[config.mk]
export PLATFORM = sky130hd
export DESIGN_NAME = sha256_byte_stream_hasher_top_flat
export DESIGN_NICKNAME = d
export VERILOG_FILES = /design/src/sv/sha256_pkg.sv /design/src/sv/sha256_if.sv /design/src/sv/sha256_dp.sv /design/src/sv/sha256_ctrl.sv /design/src/sv/sha256_byte_stream_hasher_top.sv /design/src/flat_wrapper.sv
export SDC_FILE = /design/constraint.sdc
export NUM_CORES = 2
export LEC_CHECK = 0
export BUFFER_PORTS_ARGS = -buffer_cell sky130_fd_sc_hd__buf_2
export CORE_MARGIN = 2
export CORE_UTILIZATION = 37
export CTS_CLUSTER_SIZE = 20
export DETAILED_ROUTE_END_ITERATION = 7
export RECOVER_POWER = 25
export SLEW_MARGIN = 25
export SYNTH_ARGS = -nofsm -noshare
export SYNTH_HDL_FRONTEND = slang
export SYNTH_SLANG_ARGS = --single-unit
[constraint.sdc]
create_clock -name clk -period 52 [get_ports clk]
set_input_delay 13 -clock clk [delete_from_list [all_inputs] [get_ports clk]]
set_output_delay 13 -clock clk [all_outputs]
set_load 0.02 [all_outputs]
[src/sv/sha256_pkg.sv]
// ----------------------------------------------------------------------------
// SHA-256 package
// Shared types, round constants and the round functions.
// ----------------------------------------------------------------------------
package sha256_pkg;

  localparam int unsigned DIGEST_WORDS = 8;
  localparam int unsigned ROUNDS       = 64;
  localparam int unsigned SCHED_WORDS  = 16;

  localparam logic [7:0] PAD_MARK = 8'h80;

  typedef logic [31:0] word_t;
  typedef logic [5:0]  round_t;
  typedef logic [2:0]  widx_t;

  typedef enum logic [1:0] {
    SEL_MSG,
    SEL_MARK,
    SEL_ZERO,
    SEL_LEN
  } byte_sel_t;

  typedef struct packed {
    logic      shift;
    byte_sel_t sel;
    logic      count;
    logic      load;
    logic      round;
    round_t    round_idx;
    logic      finish;
    logic      restart;
    widx_t     word_idx;
  } dp_cmd_t;

  typedef struct packed {
    logic fill_last;
    logic fill_tail;
  } dp_stat_t;

  localparam word_t INIT_HASH [DIGEST_WORDS] = '{
    32'h6a09e667, 32'hbb67ae85, 32'h3c6ef372, 32'ha54ff53a,
    32'h510e527f, 32'h9b05688c, 32'h1f83d9ab, 32'h5be0cd19
  };

  localparam word_t ROUND_K [ROUNDS] = '{
    32'h428a2f98, 32'h71374491, 32'hb5c0fbcf, 32'he9b5dba5,
    32'h3956c25b, 32'h59f111f1, 32'h923f82a4, 32'hab1c5ed5,
    32'hd807aa98, 32'h12835b01, 32'h243185be, 32'h550c7dc3,
    32'h72be5d74, 32'h80deb1fe, 32'h9bdc06a7, 32'hc19bf174,
    32'he49b69c1, 32'hefbe4786, 32'h0fc19dc6, 32'h240ca1cc,
    32'h2de92c6f, 32'h4a7484aa, 32'h5cb0a9dc, 32'h76f988da,
    32'h983e5152, 32'ha831c66d, 32'hb00327c8, 32'hbf597fc7,
    32'hc6e00bf3, 32'hd5a79147, 32'h06ca6351, 32'h14292967,
    32'h27b70a85, 32'h2e1b2138, 32'h4d2c6dfc, 32'h53380d13,
    32'h650a7354, 32'h766a0abb, 32'h81c2c92e, 32'h92722c85,
    32'ha2bfe8a1, 32'ha81a664b, 32'hc24b8b70, 32'hc76c51a3,
    32'hd192e819, 32'hd6990624, 32'hf40e3585, 32'h106aa070,
    32'h19a4c116, 32'h1e376c08, 32'h2748774c, 32'h34b0bcb5,
    32'h391c0cb3, 32'h4ed8aa4a, 32'h5b9cca4f, 32'h682e6ff3,
    32'h748f82ee, 32'h78a5636f, 32'h84c87814, 32'h8cc70208,
    32'h90befffa, 32'ha4506ceb, 32'hbef9a3f7, 32'hc67178f2
  };

  function automatic word_t big_sig0(word_t x);
    return {x[1:0], x[31:2]} ^ {x[12:0], x[31:13]} ^ {x[21:0], x[31:22]};
  endfunction

  function automatic word_t big_sig1(word_t x);
    return {x[5:0], x[31:6]} ^ {x[10:0], x[31:11]} ^ {x[24:0], x[31:25]};
  endfunction

  function automatic word_t small_sig0(word_t x);
    return {x[6:0], x[31:7]} ^ {x[17:0], x[31:18]} ^ {3'b000, x[31:3]};
  endfunction

  function automatic word_t small_sig1(word_t x);
    return {x[16:0], x[31:17]} ^ {x[18:0], x[31:19]} ^ {10'b0, x[31:10]};
  endfunction

  function automatic word_t choose(word_t e, word_t f, word_t g);
    return (e & f) ^ (~e & g);
  endfunction

  function automatic word_t majority(word_t a, word_t b, word_t c);
    return (a & b) ^ (a & c) ^ (b & c);
  endfunction

endpackage

[src/sv/sha256_if.sv]
// ----------------------------------------------------------------------------
// SHA-256 channels
// Valid/ready channels for message bytes and digest words.
// ----------------------------------------------------------------------------
interface sha256_in_if;
  logic       valid;
  logic       ready;
  logic [7:0] data_byte;
  logic       byte_valid;
  logic       end_of_message;

  modport source (output valid, data_byte, byte_valid, end_of_message, input ready);
  modport sink (input valid, data_byte, byte_valid, end_of_message, output ready);
endinterface

interface sha256_out_if;
  logic        valid;
  logic        ready;
  logic [31:0] digest_word;
  logic [2:0]  word_index;
  logic        last_word;

  modport source (output valid, digest_word, word_index, last_word, input ready);
  modport sink (input valid, digest_word, word_index, last_word, output ready);
endinterface

[src/sv/sha256_dp.sv]
// ----------------------------------------------------------------------------
// SHA-256 datapath
// Byte shift window doubling as message schedule, round unit, hash state,
// bit counter and fill counter.
// ----------------------------------------------------------------------------
module sha256_dp (
  input  logic                 clk,
  input  logic                 rst,
  input  sha256_pkg::dp_cmd_t  cmd,
  input  logic [7:0]           data_byte,
  output sha256_pkg::dp_stat_t stat,
  output sha256_pkg::word_t    digest_word
);

  sha256_pkg::word_t window [sha256_pkg::SCHED_WORDS];
  sha256_pkg::word_t hash   [sha256_pkg::DIGEST_WORDS];
  sha256_pkg::word_t vars   [sha256_pkg::DIGEST_WORDS];
  logic [5:0]        fill;
  logic [63:0]       bits;

  logic [7:0]        byte_in;
  sha256_pkg::word_t w_next;
  sha256_pkg::word_t t1;
  sha256_pkg::word_t t2;

  always_comb begin
    case (cmd.sel)
      sha256_pkg::SEL_MSG:  byte_in = data_byte;
      sha256_pkg::SEL_MARK: byte_in = sha256_pkg::PAD_MARK;
      sha256_pkg::SEL_LEN:  byte_in = bits[63:56];
      default:              byte_in = 8'h00;
    endcase
  end

  assign w_next = window[15] + sha256_pkg::small_sig0(window[14]) + window[6]
                + sha256_pkg::small_sig1(window[1]);

  assign t1 = vars[7] + sha256_pkg::big_sig1(vars[4])
            + sha256_pkg::choose(vars[4], vars[5], vars[6])
            + sha256_pkg::ROUND_K[cmd.round_idx] + window[15];
  assign t2 = sha256_pkg::big_sig0(vars[0]) + sha256_pkg::majority(vars[0], vars[1], vars[2]);

  always_ff @(posedge clk) begin
    if (cmd.shift) begin
      window[0] <= {window[0][23:0], byte_in};
      for (int k = 1; k < sha256_pkg::SCHED_WORDS; k++) begin
        window[k] <= {window[k][23:0], window[k-1][31:24]};
      end
    end else if (cmd.round) begin
      window[0] <= w_next;
      for (int k = 1; k < sha256_pkg::SCHED_WORDS; k++) begin
        window[k] <= window[k-1];
      end
    end
  end

  always_ff @(posedge clk) begin
    if (cmd.load) begin
      for (int i = 0; i < sha256_pkg::DIGEST_WORDS; i++) begin
        vars[i] <= hash[i];
      end
    end else if (cmd.round) begin
      vars[0] <= t1 + t2;
      vars[1] <= vars[0];
      vars[2] <= vars[1];
      vars[3] <= vars[2];
      vars[4] <= vars[3] + t1;
      vars[5] <= vars[4];
      vars[6] <= vars[5];
      vars[7] <= vars[6];
    end
  end

  always_ff @(posedge clk) begin
    if (rst || cmd.restart) begin
      for (int i = 0; i < sha256_pkg::DIGEST_WORDS; i++) begin
        hash[i] <= sha256_pkg::INIT_HASH[i];
      end
    end else if (cmd.finish) begin
      for (int i = 0; i < sha256_pkg::DIGEST_WORDS; i++) begin
        hash[i] <= hash[i] + vars[i];
      end
    end
  end

  always_ff @(posedge clk) begin
    if (rst || cmd.restart) begin
      bits <= '0;
    end else if (cmd.count) begin
      bits <= bits + 64'd8;
    end else if (cmd.shift && cmd.sel == sha256_pkg::SEL_LEN) begin
      bits <= {bits[55:0], 8'h00};
    end
  end

  always_ff @(posedge clk) begin
    if (rst) begin
      fill <= '0;
    end else if (cmd.shift) begin
      fill <= fill + 6'd1;
    end
  end

  assign stat.fill_last = &fill;
  assign stat.fill_tail = &fill[5:3];
  assign digest_word    = hash[cmd.word_idx];

endmodule

[src/sv/sha256_ctrl.sv]
// ----------------------------------------------------------------------------
// SHA-256 controller
// Sequences byte intake, padding, the 64 rounds and the digest readout.
// ----------------------------------------------------------------------------
module sha256_ctrl (
  input  logic                 clk,
  input  logic                 rst,
  input  logic                 in_valid,
  input  logic                 byte_valid,
  input  logic                 end_of_message,
  output logic                 in_ready,
  output logic                 out_valid,
  input  logic                 out_ready,
  output sha256_pkg::widx_t    word_index,
  output logic                 last_word,
  output sha256_pkg::dp_cmd_t  cmd,
  input  sha256_pkg::dp_stat_t stat
);

  typedef enum logic [2:0] {
    S_IDLE,
    S_ROUND,
    S_FINISH,
    S_PAD,
    S_EMIT
  } state_t;

  typedef enum logic [1:0] {
    PH_MARK,
    PH_ZERO,
    PH_LEN
  } phase_t;

  state_t             state, state_next;
  phase_t             phase, phase_next;
  sha256_pkg::round_t round_idx, round_next;
  sha256_pkg::widx_t  word_idx, word_next;
  logic               closing, closing_next;
  logic               final_blk, final_next;
  logic               in_acc;
  logic               out_acc;

  assign in_ready   = (state == S_IDLE);
  assign out_valid  = (state == S_EMIT);
  assign in_acc     = in_valid && in_ready;
  assign out_acc    = out_valid && out_ready;
  assign word_index = word_idx;
  assign last_word  = &word_idx;

  always_comb begin
    cmd           = '0;
    cmd.round_idx = round_idx;
    cmd.word_idx  = word_idx;
    state_next    = state;
    phase_next    = phase;
    round_next    = round_idx;
    word_next     = word_idx;
    closing_next  = closing;
    final_next    = final_blk;
    unique case (state)
      S_IDLE: begin
        if (in_acc) begin
          if (byte_valid) begin
            cmd.shift = 1'b1;
            cmd.sel   = sha256_pkg::SEL_MSG;
            cmd.count = 1'b1;
            if (stat.fill_last) begin
              cmd.load     = 1'b1;
              state_next   = S_ROUND;
              round_next   = '0;
              closing_next = end_of_message;
              final_next   = 1'b0;
              phase_next   = PH_MARK;
            end else if (end_of_message) begin
              state_next = S_PAD;
              phase_next = PH_MARK;
            end
          end else if (end_of_message) begin
            state_next = S_PAD;
            phase_next = PH_MARK;
          end
        end
      end
      S_ROUND: begin
        cmd.round  = 1'b1;
        round_next = round_idx + 6'd1;
        if (&round_idx) begin
          state_next = S_FINISH;
        end
      end
      S_FINISH: begin
        cmd.finish = 1'b1;
        if (final_blk) begin
          state_next = S_EMIT;
          word_next  = '0;
        end else if (closing) begin
          state_next = S_PAD;
        end else begin
          state_next = S_IDLE;
        end
      end
      S_PAD: begin
        cmd.shift = 1'b1;
        unique case (phase)
          PH_MARK: begin
            cmd.sel    = sha256_pkg::SEL_MARK;
            phase_next = stat.fill_tail ? PH_ZERO : PH_LEN;
          end
          PH_ZERO: cmd.sel = sha256_pkg::SEL_ZERO;
          PH_LEN:  cmd.sel = stat.fill_tail ? sha256_pkg::SEL_LEN : sha256_pkg::SEL_ZERO;
          default: cmd.sel = sha256_pkg::SEL_ZERO;
        endcase
        if (stat.fill_last) begin
          cmd.load     = 1'b1;
          state_next   = S_ROUND;
          round_next   = '0;
          closing_next = 1'b1;
          final_next   = (phase == PH_LEN);
          phase_next   = PH_LEN;
        end
      end
      S_EMIT: begin
        if (out_acc) begin
          word_next = word_idx + 3'd1;
          if (&word_idx) begin
            cmd.restart  = 1'b1;
            state_next   = S_IDLE;
            closing_next = 1'b0;
            final_next   = 1'b0;
          end
        end
      end
      default: state_next = S_IDLE;
    endcase
  end

  always_ff @(posedge clk) begin
    if (rst) begin
      state     <= S_IDLE;
      phase     <= PH_MARK;
      round_idx <= '0;
      word_idx  <= '0;
      closing   <= 1'b0;
      final_blk <= 1'b0;
    end else begin
      state     <= state_next;
      phase     <= phase_next;
      round_idx <= round_next;
      word_idx  <= word_next;
      closing   <= closing_next;
      final_blk <= final_next;
    end
  end

endmodule

[src/sv/sha256_byte_stream_hasher_top.sv]
// ----------------------------------------------------------------------------
// SHA-256 byte stream hasher
// Throughput: one byte per cycle while in_ready is high; the 64th byte of a block
//   stalls intake while the single shared round unit runs the rounds of the block.
// Readout: after the end item, the padded tail is hashed, then 8 digest words follow.
// Reset: synchronous; hash state returns to the initial values, counts clear.
// ----------------------------------------------------------------------------
module sha256_byte_stream_hasher_top (
  input logic        clk,
  input logic        rst,
  sha256_in_if.sink  msg,
  sha256_out_if.source digest
);

  sha256_pkg::dp_cmd_t  cmd;
  sha256_pkg::dp_stat_t stat;

  sha256_ctrl u_ctrl (
    .clk            (clk),
    .rst            (rst),
    .in_valid       (msg.valid),
    .byte_valid     (msg.byte_valid),
    .end_of_message (msg.end_of_message),
    .in_ready       (msg.ready),
    .out_valid      (digest.valid),
    .out_ready      (digest.ready),
    .word_index     (digest.word_index),
    .last_word      (digest.last_word),
    .cmd            (cmd),
    .stat           (stat)
  );

  sha256_dp u_dp (
    .clk         (clk),
    .rst         (rst),
    .cmd         (cmd),
    .data_byte   (msg.data_byte),
    .stat        (stat),
    .digest_word (digest.digest_word)
  );

endmodule

[src/flat_wrapper.sv]
// flat-port wrapper written by rule: the top's interface ports become plain ports
module sha256_byte_stream_hasher_top_flat 
  (clk, rst, msg_valid, msg_data_byte, msg_byte_valid, msg_end_of_message, msg_ready, digest_valid, digest_digest_word, digest_word_index, digest_last_word, digest_ready);
  sha256_in_if msg_i ();
  sha256_out_if digest_i ();
  input logic clk;
  input logic rst;
  input wire logic [$bits(msg_i.valid)-1:0] msg_valid;
  input wire logic [$bits(msg_i.data_byte)-1:0] msg_data_byte;
  input wire logic [$bits(msg_i.byte_valid)-1:0] msg_byte_valid;
  input wire logic [$bits(msg_i.end_of_message)-1:0] msg_end_of_message;
  output wire logic [$bits(msg_i.ready)-1:0] msg_ready;
  output wire logic [$bits(digest_i.valid)-1:0] digest_valid;
  output wire logic [$bits(digest_i.digest_word)-1:0] digest_digest_word;
  output wire logic [$bits(digest_i.word_index)-1:0] digest_word_index;
  output wire logic [$bits(digest_i.last_word)-1:0] digest_last_word;
  input wire logic [$bits(digest_i.ready)-1:0] digest_ready;
  assign msg_i.valid = msg_valid;
  assign msg_i.data_byte = msg_data_byte;
  assign msg_i.byte_valid = msg_byte_valid;
  assign msg_i.end_of_message = msg_end_of_message;
  assign msg_ready = msg_i.ready;
  assign digest_valid = digest_i.valid;
  assign digest_digest_word = digest_i.digest_word;
  assign digest_word_index = digest_i.word_index;
  assign digest_last_word = digest_i.last_word;
  assign digest_i.ready = digest_ready;
  sha256_byte_stream_hasher_top u_core (.clk(clk), .rst(rst), .msg(msg_i), .digest(digest_i));
endmodule
==> results.md <==
- Critical path fanouts, max: 70
- Fraction of layout instances using a drive strength above 1: between 5 and 6%
- Met1 Use GR: 30.23%
- Met3 Track Usage GR: 2.916%
- Synth Cell Area: about 0.075 mm²
- Synth Area per Inst: 9.255 µm²
- Final period utilization: 32.72%
- Measured slew at the worst slew-check pin: between 4 and 5 ns
- WL/cell: 22.03 µm
- R2R setup slack: 40.82 ns
- Seq cells post-synth: 1,110
- Most frequent cells in the layout: 2,477 x nand2_1, 1,024 x edfxtp_1, 415 x a21oi_1, 394 x ha_1, 393 x o21ai_0
- Ys Warns: 0
- Post-DP HPWL: approximately 170,000 µm
- Synthesized instance count: 8,128
- Worst flop-to-flop path endpoint: u_core.u_dp.vars[0][158]
- Via density: 5.564
- GR Util All Layers: between 20% and 30%
- Max-cap violation count: 9
- Setup CP Type: in2reg
- Final Skew: 0.02931 ns
- DRT iter0 DRCs: between 6,000 and 7,000
- Routed WL: ~240,000 µm
- Clock Latency Late Sink: 0.80 ns
- Clk sink count: 1,110
- Met2 usage: 36.40%
- Crit path arrival time: ~17 ns
- Area grow syn2layout: 8.972%
- R2R depth: 33
- Hold Violations, Final: 0
- Resized Gates After CTS: 0
- Tightest Hold Check Type: reg2reg
- Drt drc: 0
- Commonest non-fill, non-tap cell in the layout: nand2_1
- Starting Density: 37.22%
- Grt ovf: 0
- Post-synthesis sequential area ratio: 43.16%
- Slew headroom: -203.1%
- Startpoint Class: primary input
- Worst path required time: 52.40 ns
- Main synth FF type: edfxtp_1
- Postcts setup bufs: 0
- RSZ-0062 raised after global routing: no
- Final Max Tran Viols: 515
- Busiest grt layer: met2
- CTS tree: built
- Vias: between 50,000 and 60,000
- Clock-pin slew on the worst setup and hold paths: ~0.060 ns
- Total number of H-tree levels: 4
- Max Root-Sink Buffers: 3
- Fmax: 0.05878 GHz
- CTS hold repair buffers: 0
- Die width: between 400 and 500 µm
- CTS Buf Count: 132
- Worst setup startpoint: rst
- Number of synthesized flops with an enable pin: 1,024
- Failing checks: capacitance limit, slew limit
- Root buf cell: clkbuf_16
- R2r startpoint: u_core.u_ctrl.round_idx[1]
- Initial antenna violation count: 6
- Setup TNS: 0 ns
- Placer Congestion: 0.9742
- CORE AREA: 0.2021 mm²
- Worst setup EP type: register
- Worst setup endpoint: u_core.u_dp.hash[6][27]
- Final-report setup violation count: 0
- Largest net degree at the start of global routing: approximately 250
- 1st-pass router iterations: 8
- Synthesized Nets: approximately 8,700
- Vias in the first global route: 57,160
- Post-synth cell types: 93
- Die area: 0.2069 mm²
- I/O Buffers: 51
- Final Net Count: roughly 8,500
- Ys async rst share: 0%
- Period minus WS final: 17.01 ns
- Outcome: complete, but fails checks
- Die outline height: 454.9 µm
- Row count: 165
- Detail Route Antenna Nets: 0
- First-pass GRT wire length: 356,600 µm
- I/O pins: 52
[layout make-up]
cell class                      instances  area, µm²
Timing Repair Buffer                  122      837.1
Clock inverter                         61      610.6
Tap cell                             2672       3343
Multi-Input combinational cell       6238      39880
Inverter                              334       1254
Sequential cell                      1110      32490
Clock buffer                          173       3550
Fill cell                           19650     120100
Antenna cell                            5      12.51
[cells in the mapped netlist (all sizes together), types with 58 or more instances]
cell type	number	share of area (%)
a21o	190	1.9
xor2	205	2.4
o21ai	400	2.7
nand2b	71	0.59
clkbuf	403	2.0
inv	332	1.7
ha	394	6.6
dfxtp	86	2.3
nor3	111	0.77
nand2	2485	12
xnor2	367	4.3
nor2	388	1.9
fa	195	5.2
nor2b	58	0.48
a21oi	416	2.8
nand3	106	0.72
edfxtp	1024	41
mux4	69	2.1
o21a	59	0.59
[sequential cells by signal (all words and copies together) (netlist names), 2 cells and up, named ones only]
name / cells
u_core.u_ctrl.round_idx: 6
u_core.u_ctrl.state: 3
u_core.u_dp.fill: 6
u_core.u_dp.window: 512
u_core.u_dp.bits: 61
u_core.u_ctrl.word_index: 3
u_core.u_ctrl.phase: 2
u_core.u_dp.vars: 256
u_core.u_dp.hash: 256
[metal layers]
metal  routed length (µm)  vias to the layer above
li1                     -                    27740
met5                    0                        -
met3                15850                      395
met1                99950                    29280
met2               109900                     2208
met4                10370                        0
[worst min-delay path by stage]
stage / startpoint / endpoint / slack, ns / depth (start not counted)
6_report: u_core.u_dp.fill[1] / u_core.u_dp.fill[1] / 0.50 / 2
5_1_grt: u_core.u_dp.bits[9] / u_core.u_dp.bits[9] / 0.51 / 1
4_1_cts: u_core.u_dp.fill[1] / u_core.u_dp.fill[1] / 0.50 / 2
3_5_place_dp: u_core.u_ctrl.closing / u_core.u_ctrl.closing / 0.49 / 2
3_3_place_gp: u_core.u_dp.fill[1] / u_core.u_dp.fill[1] / 0.46 / 2
2_1_floorplan: u_core.u_dp.bits[9] / u_core.u_dp.bits[9] / 0.45 / 1
[stage by stage]
stage	setup WS [ns]	util (%)	hold slack, ns	cells	area [µm²]
after floorplan	25.86	-	0.4452	8128	75230
after global placement	35.15	38.49	0.4634	10470	77790
after detailed placement	35.15	38.50	0.4856	10470	77810
after CTS	35.40	40.56	0.4971	10710	81970
after global routing	34.72	40.56	0.5095	10710	81970
final	34.99	40.56	0.4970	10720	81970
[kinds of logic (layout without fill, tap and decap cells)]
kind of cell	count (synthesis)	count (layout)	synth area share, %
other	0	5	0
flip-flops	1110	1110	43.16
adder cells (fa/ha/maj)	593	593	11.80
AO/OA/AOI/OAI	1471	1471	12.27
multiplexers	145	145	3.167
XOR/XNOR	572	572	6.660
buffers and inverters	780	690	3.925
AND/OR/NAND/NOR	3457	3457	19.02
[critical path, cell delays in order]
cell and delay (ns):
clkbuf_1 0.10, clkbuf_1 1.22, a31oi_4 -0.05, clkbuf_1 0.49
nand2_4 0.85, buf_4 0.88, buf_6 0.70
Power is not shown: default switching activity piles up to over one toggle a cycle in this logic, so the estimate is an artifact.
